===== src/hw/rtl/gsa_pkg.sv =====
// ============================================================================
// gsa_pkg
// Shared types and constants of the generational slot allocator.
// ============================================================================
package gsa_pkg;

    // Positions, the hint and the capacity all fit in 9 bits (slots 0..511)
    localparam int POS_W   = 9;
    localparam int CAP_W   = 9;
    localparam int LIVE_W  = 9;
    localparam int IDX_W   = 8;
    localparam int VER_W   = 16;

    // Largest pool reachable through a 9-bit capacity
    localparam int POOL    = 512;

    // Reserved marks are searched one chunk per cycle
    localparam int CHUNK_W     = 64;
    localparam int CHUNK_OFS_W = 6;
    localparam int CHUNK_SEL_W = 3;

    localparam logic [CAP_W-1:0] CAP_RESET = 9'd256;

    localparam logic [1:0] ST_OK   = 2'd0;
    localparam logic [1:0] ST_FULL = 2'd1;
    localparam logic [1:0] ST_BAD  = 2'd2;

    typedef enum logic [1:0] {
        MODE_ALLOC    = 2'd0,
        MODE_FREE     = 2'd1,
        MODE_VALIDATE = 2'd2,
        MODE_CLEAR    = 2'd3
    } mode_t;

    typedef enum logic [2:0] {
        S_CLEAR,
        S_IDLE,
        S_SCAN,
        S_READ,
        S_FINISH
    } state_t;

    // Controller to datapath
    typedef struct packed {
        logic clr_wr;     // write zero into the version memory, advance sweep
        logic capture;    // take the request into the working registers
        logic scan_step;  // examine one chunk of reserved marks
        logic commit;     // update pool state and load the result register
    } cmd_t;

    // Datapath to controller
    typedef struct packed {
        logic  clr_last;
        logic  hit;
        logic  last_chunk;
        logic  out_free;
    } stat_t;

endpackage


===== src/hw/rtl/gsa_ctrl.sv =====
// ============================================================================
// gsa_ctrl
// Sequencer: version memory sweep after reset, request capture, chunk scan,
// version read and commit into the result register.
// ============================================================================
module gsa_ctrl (
    input  logic            clk,
    input  logic            rst_n,
    input  logic            in_valid,
    input  logic [1:0]      in_mode,
    output logic            in_ready,
    input  gsa_pkg::stat_t  stat,
    output gsa_pkg::cmd_t   cmd
);

    gsa_pkg::state_t state_reg;
    gsa_pkg::state_t state_next;

    always_ff @(posedge clk or negedge rst_n)
    begin
        if (!rst_n)
        begin
            state_reg <= gsa_pkg::S_CLEAR;
        end
        else
        begin
            state_reg <= state_next;
        end
    end

    always_comb
    begin
        state_next = state_reg;
        in_ready   = 1'b0;
        cmd        = '0;
        case (state_reg)
            gsa_pkg::S_CLEAR:
            begin
                cmd.clr_wr = 1'b1;
                if (stat.clr_last)
                begin
                    state_next = gsa_pkg::S_IDLE;
                end
            end
            gsa_pkg::S_IDLE:
            begin
                in_ready = 1'b1;
                if (in_valid)
                begin
                    cmd.capture = 1'b1;
                    case (gsa_pkg::mode_t'(in_mode))
                        gsa_pkg::MODE_ALLOC:    state_next = gsa_pkg::S_SCAN;
                        gsa_pkg::MODE_VALIDATE: state_next = gsa_pkg::S_READ;
                        default:                state_next = gsa_pkg::S_FINISH;
                    endcase
                end
            end
            gsa_pkg::S_SCAN:
            begin
                cmd.scan_step = 1'b1;
                if (stat.hit)
                begin
                    state_next = gsa_pkg::S_READ;
                end
                else if (stat.last_chunk)
                begin
                    state_next = gsa_pkg::S_FINISH;  // pool full
                end
            end
            gsa_pkg::S_READ:
            begin
                state_next = gsa_pkg::S_FINISH;
            end
            gsa_pkg::S_FINISH:
            begin
                if (stat.out_free)
                begin
                    cmd.commit = 1'b1;
                    state_next = gsa_pkg::S_IDLE;
                end
            end
            default:
            begin
                state_next = gsa_pkg::S_IDLE;
            end
        endcase
    end

endmodule


===== config.mk =====
export PLATFORM = sky130hd
export DESIGN_NAME = gsa_ctrl
export DESIGN_NICKNAME = d
export VERILOG_FILES = /design/src/hw/rtl/gsa_pkg.sv /design/src/hw/rtl/gsa_ctrl.sv
export SDC_FILE = /design/constraint.sdc
export NUM_CORES = 1
export LEC_CHECK = 0
export BUFFER_PORTS_ARGS = -buffer_cell sky130_fd_sc_hd__buf_2
export CORE_AREA = 5 5 42 44
export CTS_CLUSTER_DIAMETER = 100
export DETAILED_ROUTE_END_ITERATION = 16
export DIE_AREA = 0 0 47 49
export PLACE_DENSITY = 0.48
export RECOVER_POWER = 25
export SETUP_SLACK_MARGIN = 0.05
export SKIP_LAST_GASP = 1
export SYNTH_ARGS = -nofsm -noshare
export SYNTH_HDL_FRONTEND = slang
export SYNTH_SLANG_ARGS = --single-unit

===== constraint.sdc =====
create_clock -name clk -period 2.46 [get_ports clk]
set_input_delay 0 -clock clk [delete_from_list [all_inputs] [get_ports clk]]
set_output_delay 0 -clock clk [all_outputs]
set_load 0.1 [all_outputs]

Word-level counts from Yosys, hierarchy flattened
Index checks and enable logic that the tools add are counted.
{"block": "classes", "n_reduce_logical": 3, "muxes": 14, "n_eq_ne": 9}
{"cell": "2-to-1 mux 3 bit", "n": 5}
{"cell": "one-hot mux 3 bit (5 select lines)", "n": 1}
{"cell": "2-to-1 mux 1 bit", "n": 7}
{"cell": "equality test 3 x 2 -> 1 bit, second input constant", "n": 2}
{"cell": "!= test 2 bit, second input constant", "n": 3}
{"cell": "one-hot mux 3 bit (2 select lines)", "n": 1}
{"cell": "AND reduction 4 bit", "n": 1}
{"cell": "equality test 3 x 1 -> 1 bit, second input constant", "n": 1}
{"cell": "equality test 3 bit, second input constant", "n": 1}
{"cell": "logical NOT 3 bit", "n": 1}
{"cell": "!= test 3 bit, second input constant", "n": 1}
{"cell": "equality test 2 bit, second input constant", "n": 1}
{"cell": "logical NOT 2 bit", "n": 1}
{"block": "totals", "in_bits": 9, "elab_cells": 27, "output_inout_bits": 5, "register_bits": 3}

Longest topological paths before layout
{"block": "logic_depth", "depth_word": 4, "mapped_depth": 4, "depth_no_buf": 3}

Least setup slack after synthesis
No wires, ideal clock.
{"block": "synth_timing", "path_type": "register to output", "startpoint": "register state_reg[2]", "endpoint": "output cmd[2] in the netlist's numbering", "path_slack_ps": -146, "arrival_ps": 2606, "path_stages_with_launch": 5, "required_time_ps": 2460, "path_buffers": 1, "cell_sequence": "dfrtp_1 -> buf_2 -> nor3b_2 -> nand2_1 -> inv_1"}
{"item": "from (decl)", "line_no": "gsa_ctrl.sv:16", "rtl": "gsa_pkg::state_t state_reg;"}
{"item": "from (signal assigned)", "line_no": "gsa_ctrl.sv:23", "rtl": "state_reg <= gsa_pkg::S_CLEAR;"}
{"item": "from (signal assigned)", "line_no": "gsa_ctrl.sv:27", "rtl": "state_reg <= state_next;"}
{"item": "to (decl)", "line_no": "gsa_ctrl.sv:13", "rtl": "output gsa_pkg::cmd_t cmd"}

==> out/metrics.cfg <==
[clock_network]
cts_setup_buffers=0
cts_tree=done
clk_pin_slew_ps=40
cts_sinks=3
cts_buffers=3
clkLatencyLatePin_ps=230
cts-root-buf=clkbuf_4
clockBufferDepth=2
cts_max_level=1

[yosys]
syn_area_um2=231.5
syn_nets=36
synth_xor_area_share_pct=0
synth-simple-area-share_pct=33.51
synthCells=27
ys_seq_elements=3
synth_compound_area_share_pct=22.16
synth-warning-count=0
synthMuxAreaShare_pct=0
synth_top_family_by_area=simple AND/OR/NAND/NOR gates
ys_types=18
synth_adder_area_share_pct=0
seq_area_frac_synth_pct=32.43
avgSynthCellArea_um2=8.573

[placed_design]
port_buffers=13
dp_cells=54
dp_hpwl_um=492
gp_congestion=0.6412

[final_layout]
final_cells=61
final_core_util_pct=26.16
largest_reg_flops=3
area_growth_pct=58.38
n_antenna_cell=0
nets=55
drive_gt1_share_pct=40.00

[setup_path]
cp-end-kind=output pin
r2r_slack_ps=1190
startpoint_type=flop
crit_fanout=9
required_ps=2460
critPathKind=flop to output pin
arrival_ps=1550

[sta]
holdWs_ps=15.31
relSlewSlack_pct=67.80
tns_ps=0
clock_skew_ps=1.703
period_needed_ps=1552
fin_crit_sh_pct=63.09
setup_violations=0
tightest_slew_ps=486.4
rsz0062_at_grt=false
hold_viol=0
fmax_mhz=644.3
slew_violations=0

[floorplanning]
coreArea_mm2=0.001401
start_util_pct=16.52
dieHeight_um=49
dieArea_mm2=0.002303
rows=14
ioPinCount=14
die_x_um=47

[routing]
route.detailed.drc=0
vias=264
routedWlPerCell_um=10.39
drt_iter0_drc=0
wl_um=634
postRouteAntennaNets=0
vias_per_cell=4.328
first_pass_iters=1

[worst_hold_path]
hold_path.class=input port to flop

[grt]
first_global_vias=265
grt.busiest_layer=met2
grt-ovfl-total=0
antenna_found_initial=0
gr-usage-met2_pct=9.276
grt_use_met3_pct=1.107
grt_max_degree=11
grt_first_pass_wirelength_um=1035
use_met1_pct=7.301
track_usage_pct=6.493

[flow_run]
drv_cap=0

[status]
outcome=complete, no violations

## worst max-delay path, stage by stage (launching register included)
cell and delay, ps:
dfrtp_1 490, nor3b_4 270, nand2_1 100, inv_1 50, buf_2 410
## placed cells by master (no fill, tap or decap), drive strengths merged
| master | instances |
|---|---|
| dfrtp | 3 |
| o32ai | 2 |
| a21oi | 2 |
| nand2 | 3 |
| and4bb | 1 |
| nor4b | 1 |
| nor2 | 2 |
| o21ba | 1 |
| nor3 | 1 |
| a211oi | 1 |
| o22ai | 1 |
| buf | 12 |
| inv | 3 |
| nor3b | 2 |
| clkbuf | 5 |
| and3 | 1 |
| dlygate4sd3 | 3 |
| nor2b | 1 |
## through the flow
step                      instance area (um^2)  worst slack (ps)
final                                    366.6             907.9
after global routing                     366.6             803.6
after CTS                                367.9             897.4
after detailed placement                 311.5              1149
after global placement                   311.5              1158
after floorplan                          242.7             276.5
## what timing repair did
item | CTS | global route
resized for setup | 0 | 0
hold buffers | 3 | 0
endpoints found under the hold margin | 5 | 0
## synthesized netlist by cell type
cell type / number / area (um^2)
buf_2: 1 / 5.000
and4bb_1: 1 / 12.51
o21ba_2: 1 / 10.01
nand2_1: 3 / 11.26
nor3b_1: 1 / 7.510
nor3_1: 1 / 5.000
buf_6: 1 / 11.26
a211oi_1: 1 / 7.510
o22ai_1: 1 / 6.260
dfrtp_1: 3 / 75.07
o32ai_1: 2 / 17.52
nor2b_1: 1 / 6.260
nor2_1: 2 / 7.510
inv_1: 3 / 11.26
and3_1: 1 / 6.260
nor4b_1: 1 / 8.760
nor3b_2: 1 / 12.51
a21oi_1: 2 / 10.01
## final timing paths
kind	depth (start not counted)	endpoint	startpoint
min in group asynchronous	2	state_reg[1]	rst_n
setup / recovery	4	cmd[2]	state_reg[2]
setup reg to reg	3	state_reg[0]	state_reg[1]
hold / removal	2	state_reg[2]	stat[0]
max in group asynchronous	2	state_reg[0]	rst_n
hold reg to reg	2	state_reg[2]	state_reg[2]
## layout make-up
cell class	count	area [um^2]
fill	179	1035
multi-input combinational	19	140.1
timing repair buffer	16	93.84
sequential	3	75.07
clock buffer	4	26.28
tap	16	20.02
inverter	3	11.26
## logic make-up after synthesis
kind of cell	Yosys count
AOI/OAI and AO/OA	7
buffers and inverters	5
DFF	3
and+or+nand+nor	12
## metal layers
layer / vias up / wire length [um]
met5: - / 0
met4: 0 / 0
met3: 0 / 34
met2: 6 / 342
met1: 125 / 257
li1: 133 / -
Power is not shown: default switching activity piles up to over one toggle a cycle in this logic, so the estimate is an artifact.
